**src/rtl/qrs_pkg.sv**
```systemverilog
// Shared package for the quadratic root solver.
// Holds the default widths, the root-kind codes and the control struct.
// No dependencies.
`default_nettype none

package qrs_pkg;

    // Default number format: signed Q16.16.
    localparam int QRS_DATA_WIDTH = 32;
    localparam int QRS_FRAC_BITS  = 16;

    // Width of the zero tolerance register.
    localparam int QRS_TOL_WIDTH  = 16;

    // Depth of the queue between the front and back halves.
    localparam int QRS_FIFO_DEPTH = 4;

    // Root-kind codes.
    localparam logic [2:0] KIND_NONE    = 3'd0;
    localparam logic [2:0] KIND_ONE     = 3'd1;
    localparam logic [2:0] KIND_TWO     = 3'd2;
    localparam logic [2:0] KIND_COMPLEX = 3'd3;
    localparam logic [2:0] KIND_INF     = 3'd4;

    // Per-item control that travels from the front half to the back half.
    typedef struct packed {
        logic [2:0] kind;
        logic       use_one;
        logic       use_two;
    } qrs_ctrl_t;

endpackage

`default_nettype wire

```
**src/rtl/qrs_fifo.sv**
```systemverilog
// Small first-word-fall-through queue between the front and back halves.
// Depends on qrs_pkg for the default depth.
`default_nettype none

module qrs_fifo import qrs_pkg::*; #(
    parameter int WIDTH = 8,
    parameter int DEPTH = QRS_FIFO_DEPTH
) (
    input  wire logic             aclk,
    input  wire logic             aresetn,
    input  wire logic             wr_valid,
    output      logic             wr_ready,
    input  wire logic [WIDTH-1:0] wr_data,
    output      logic             rd_valid,
    input  wire logic             rd_ready,
    output      logic [WIDTH-1:0] rd_data
);

    localparam int PW = (DEPTH > 1) ? $clog2(DEPTH) : 1;
    localparam int CW = $clog2(DEPTH + 1);

    logic [WIDTH-1:0] mem [DEPTH];
    logic [PW-1:0]    wr_ptr_reg, rd_ptr_reg;
    logic [CW-1:0]    count_reg;
    logic             push, pop;

    assign wr_ready = (count_reg != CW'(DEPTH));
    assign rd_valid = (count_reg != '0);
    assign push     = wr_valid && wr_ready;
    assign pop      = rd_valid && rd_ready;
    assign rd_data  = mem[rd_ptr_reg];

    // Storage write.
    always_ff @(posedge aclk) begin
        if (push) begin
            mem[wr_ptr_reg] <= wr_data;
        end
    end

    // Pointers and fill count.
    always_ff @(posedge aclk) begin
        if (!aresetn) begin
            wr_ptr_reg <= '0;
            rd_ptr_reg <= '0;
            count_reg  <= '0;
        end else begin
            if (push) begin
                wr_ptr_reg <= (wr_ptr_reg == PW'(DEPTH - 1)) ? '0 : wr_ptr_reg + PW'(1);
            end
            if (pop) begin
                rd_ptr_reg <= (rd_ptr_reg == PW'(DEPTH - 1)) ? '0 : rd_ptr_reg + PW'(1);
            end
            if (push && !pop) begin
                count_reg <= count_reg + CW'(1);
            end else if (pop && !push) begin
                count_reg <= count_reg - CW'(1);
            end
        end
    end

endmodule

`default_nettype wire

```
**config.mk**
```make
export PLATFORM = sky130hd
export DESIGN_NAME = qrs_fifo
export DESIGN_NICKNAME = d
export VERILOG_FILES = /design/src/rtl/qrs_pkg.sv /design/src/rtl/qrs_fifo.sv
export SDC_FILE = /design/constraint.sdc
export NUM_CORES = 1
export LEC_CHECK = 0
export ABC_CLOCK_PERIOD_IN_PS = 3600
export BUFFER_PORTS_ARGS = -buffer_cell sky130_fd_sc_hd__buf_4
export CAP_MARGIN = 20
export CORE_MARGIN = 10
export CORE_UTILIZATION = 46
export DETAILED_ROUTE_END_ITERATION = 12
export GPL_TIMING_DRIVEN = 0
export PLACE_DENSITY = 0.63
export REMOVE_ABC_BUFFERS = 1
export SLEW_MARGIN = 20
export SYNTH_ARGS = -nofsm -noshare
export SYNTH_HDL_FRONTEND = slang
export SYNTH_SLANG_ARGS = --single-unit
```
**constraint.sdc**
```tcl
create_clock -name aclk -period 3.6 [get_ports aclk]
set_input_delay 0.54 -clock aclk [delete_from_list [all_inputs] [get_ports aclk]]
set_output_delay 0.54 -clock aclk [all_outputs]
set_load 0.01 [all_outputs]
```
; Word-level counts from Yosys, hierarchy flattened
; Memories as Yosys holds them, arrays and structs flattened. A register that Yosys moved wholly into a read port is not among the register bits.
; Index checks and enable logic that the tools add are counted.
[totals]
ff_bits = 7
in_bits = 12
mem_bits_rw = 32
out_inout_bits = 10
mem_count = 1
wordCells = 27
[memory_table]
columns = name, words, word_bits, read_ports, rd_ports_with_merged_regs, write_ports, line_no
row1 = mem, 4, 8, 1, 1, 1, qrs_fifo.sv:22  ; logic [WIDTH-1:0] mem [DEPTH];
[op_classes]
n_reduce_logical = 8
add_sub_neg = 4
n_eq_ne = 3
muxes = 8
[ops]
columns = op, n
row1 = 2-bit 2-to-1 mux, 4
row2 = 3-bit 2-to-1 mux, 2
row3 = 2-bit by 1-bit adder with 2-bit output (second input constant), 2
row4 = 2-bit equality test (second input constant), 2
row5 = 1-bit logical AND, 4
row6 = 3-bit by 1-bit adder with 3-bit output (second input constant), 1
row7 = 3-bit != test (second input constant), 1
row8 = 3-bit nonzero test, 1
row9 = 3-bit by 1-bit subtractor with 3-bit output (second input constant), 1
row10 = 1-bit zero test, 2
row11 = 1-bit 2-to-1 mux, 2
row12 = 2-bit nonzero test, 1

; Depth between registers and ports, before layout
[logic_depth]
word_depth = 6
depth_mapped = 9

; Worst setup path after synthesis
; OpenSTA, ideal clock, no wires.
[synth_path]
path_kind = reg2reg
from = register count_reg[0]
to = register count_reg[2]
setup_time_ns = 0.076
arrival_time_ns = 2.109
path_slack_ns = 1.415
path_stages_with_launch = 8
cell_sequence = dfxtp_1 > o31ai_1 > ha_1 > inv_1 > fa_1 > xor2_1 > or3_2 > a21boi_0
[synth_between]
elab_chain_len = 5
word_cells_on_any_way = 13
[synth_rtl]
columns = element, line_no
row1 = start: declaration, qrs_fifo.sv:24  ; logic [CW-1:0] count_reg;
row2 = start signal: assignment, qrs_fifo.sv:54  ; count_reg <= count_reg + CW'(1);
row3 = start signal: assignment, qrs_fifo.sv:56  ; count_reg <= count_reg - CW'(1);
row4 = branches (longest 5 deep; another with 3-bit by 1-bit subtractor with 3-bit output), --
; Parallel ways; which one is timed is not known. The select of a mux whose other input is x is not followed.
; A chain may end at the register's enable or synchronous reset.

; Final worst setup path
; Same ends and word-level chain as after synthesis.

==> metrics <==
status=finished, final reports clean; critical path capture point type=flip-flop; postcts setup bufs=0; DR vias/cell=just over 5; port bufs=21; Slew Viols, Final=0; max reg flops=32; Starting DRT DRC Count=67; Final HPWL DP=approximately 1.9 mm; I/O pin count=22; Met3 Wirelength=approximately 150 um; fraction of layout cells with a size suffix above 1=0.364; Clock Path Buffers=2; Diodes inserted=0; Crit Path Category=reg -> reg; DRT met1 WL=roughly 1.2 mm; depth of the CTS H-tree=2; GRT Total Usage=0.0892; dominant cell type by area after synthesis=edfxtp_1; WP data required=between 3000 and 4000 ps; Final Skew=8.87 ps; worst skew pair latency=roughly 340 ps; Die Wd=approximately 80 um; ys flop type=edfxtp_1; Leakage=0.693 nW; Max FO, Critical Path=5; Yosys top cell area share=0.588; Mapped Cells=93; top-count cell post-synth=edfxtp_1; TritonCTS Buffers=5; Fin. Hold Viols=0; switching pwr=0.364 mW; sequential share of power=0.497; CTS Sinks=between 40 and 50; starting density of the core=0.482; Final ANT Viol Nets=0; EDFF count, synth=32; vias=833; Async SR Flop Fraction=0; CTS tree=yes; initial antenna violation count=0; Clock transition at path regs=between 100 and 150 ps; Placeable Area=3390 um^2; top sig layer=met4; Post-Syn Area=about 1600 um^2; Peak Freq=414 MHz; global-route wire length before repair=between 4 and 5 mm; met2 WL=between 1 and 1.5 mm; Root Buffer=clkbuf_4; Worst slew margin=0.623; vias in the first global route=between 800 and 900; period utilization=0.671; Commonest cells post-synth=edfxtp_1, dfxtp_1, mux4_2; total of max-cap violations=0; final core occ=0.564; sequential area share after synthesis=0.698; Min Clock Period, post-route=between 2000 and 2500 ps; switch share=0.281; cell-internal power=around 0.93 mW; DRC violations left=0; PwrDens=679 nW/um^2; worst path arrival time=2690 ps; unrepaired setup endpoints after global routing=no; Die Y=79.6 um; synthesis-stage register bit count=41; Gate power share=0.283; GR Overflow Total=0; Post-CTS Hold Buffers=0; Area contributors post-synth=edfxtp_1, dfxtp_1, mux4_2; GP Congestion=about 0.68; Min-Delay Path Class=in -> reg; library cells used by synthesis=26; layout overhead on the synthesized area=16.9%; Post-Syn Area per Cell=around 18 um^2; yosys warns=0; final wirelength=approximately 2.6 mm; die area=about 6300 um^2; Final Setup Violations=0; Clk pwr share=0.219; DR pass1 iterations=4; row count=21; Final #Nets=around 140; nature of the critical path startpoint=flip-flop; post-DR wirelength/cell=16.2 um; largest net degree at the start of global routing=14; slew of the pin with the lowest slew margin=approximately 570 ps; worst vdd ir=0.304 mV; Final TNS setup=0 ps; post-CTS sizing=0
==> cell usage in the layout, fill, tap and decap left out, types with 2 or more instances in the layout <==
cell type | Yosys | routed
dfxtp_1 | 9 | 9
nor2_1 | 2 | 2
or3_2 | 2 | 2
buf_4 | 0 | 21
clkbuf_4 | 0 | 5
nand3_1 | 2 | 2
inv_1 | 3 | 3
mux2i_1 | 2 | 2
mux4_2 | 8 | 8
nand2_1 | 5 | 5
ha_1 | 6 | 6
edfxtp_1 | 32 | 32
and3_2 | 4 | 4
o21ai_0 | 4 | 4
==> logic make-up after synthesis <==
logic type / count (synthesis) / share of synthesized area
XOR/XNOR: 2 / 0.0107
multiplexers: 10 / 0.122
AO/OA/AOI/OAI: 6 / 0.0214
flip-flops: 41 / 0.698
adder cells (fa/ha/maj): 7 / 0.0581
buffers and inverters: 7 / 0.0176
AND/OR/NAND/NOR: 20 / 0.0719
==> through the flow <==
stage / power (mW) / hold WS (ps) / cells / setup slack [ps] / cell area (um^2)
global placement: 1.02 / 493 / 156 / 1270 / 1830
global route: 1.39 / 347 / 164 / 985 / 1910
detailed placement: 1.03 / 501 / 156 / 1160 / 1830
CTS: 1.32 / 377 / 164 / 1110 / 1910
floorplan: 0.881 / 468 / 89 / 1420 / 1620
finish: 1.30 / 392 / 164 / 1180 / 1910
==> power groups by stage <==
stage	registers, mW	clock network, mW	logic [mW]
floorplan	0.640	0	0.242
global placement	0.655	0	0.364
detailed placement	0.658	0	0.374
CTS	0.648	0.294	0.375
global route	0.659	0.320	0.410
finish	0.646	0.285	0.367
==> final timing paths <==
path / startpoint / to / slack, ps / depth (start not counted)
min reg2reg: wr_ptr_reg[1] / wr_ptr_reg[1] / 510 / 2
max reg2reg: count_reg[0] / count_reg[2] / 1180 / 7
min: wr_data[0] / mem[0][0] / 390 / 1
max: count_reg[0] / count_reg[2] / 1180 / 7
==> final cells by class <==
cell class              count  area [um^2]
clock buffers               5         37.5
clock inverters             3         41.3
fillers                   277         1480
inverters                   3         11.3
multi-input cells          45          465
flip-flops and latches     41         1140
well taps                  46         57.6
repair buffers             21          158
==> worst max-delay path, stage by stage (launching register included) <==
cell	delay, ps
dfxtp_1	380
o31ai_1	510
ha_1	300
inv_1	70
fa_1	370
xor2_1	160
or3_2	410
a21boi_0	160
==> metal layers <==
metal | up-vias | track usage
met3 | 5 | 0.0495
met5 | - | 0
met1 | 411 | 0.104
met4 | 0 | 0.0323
met2 | 19 | 0.135
li1 | 398 | -
(Power assumes the default switching activity.)
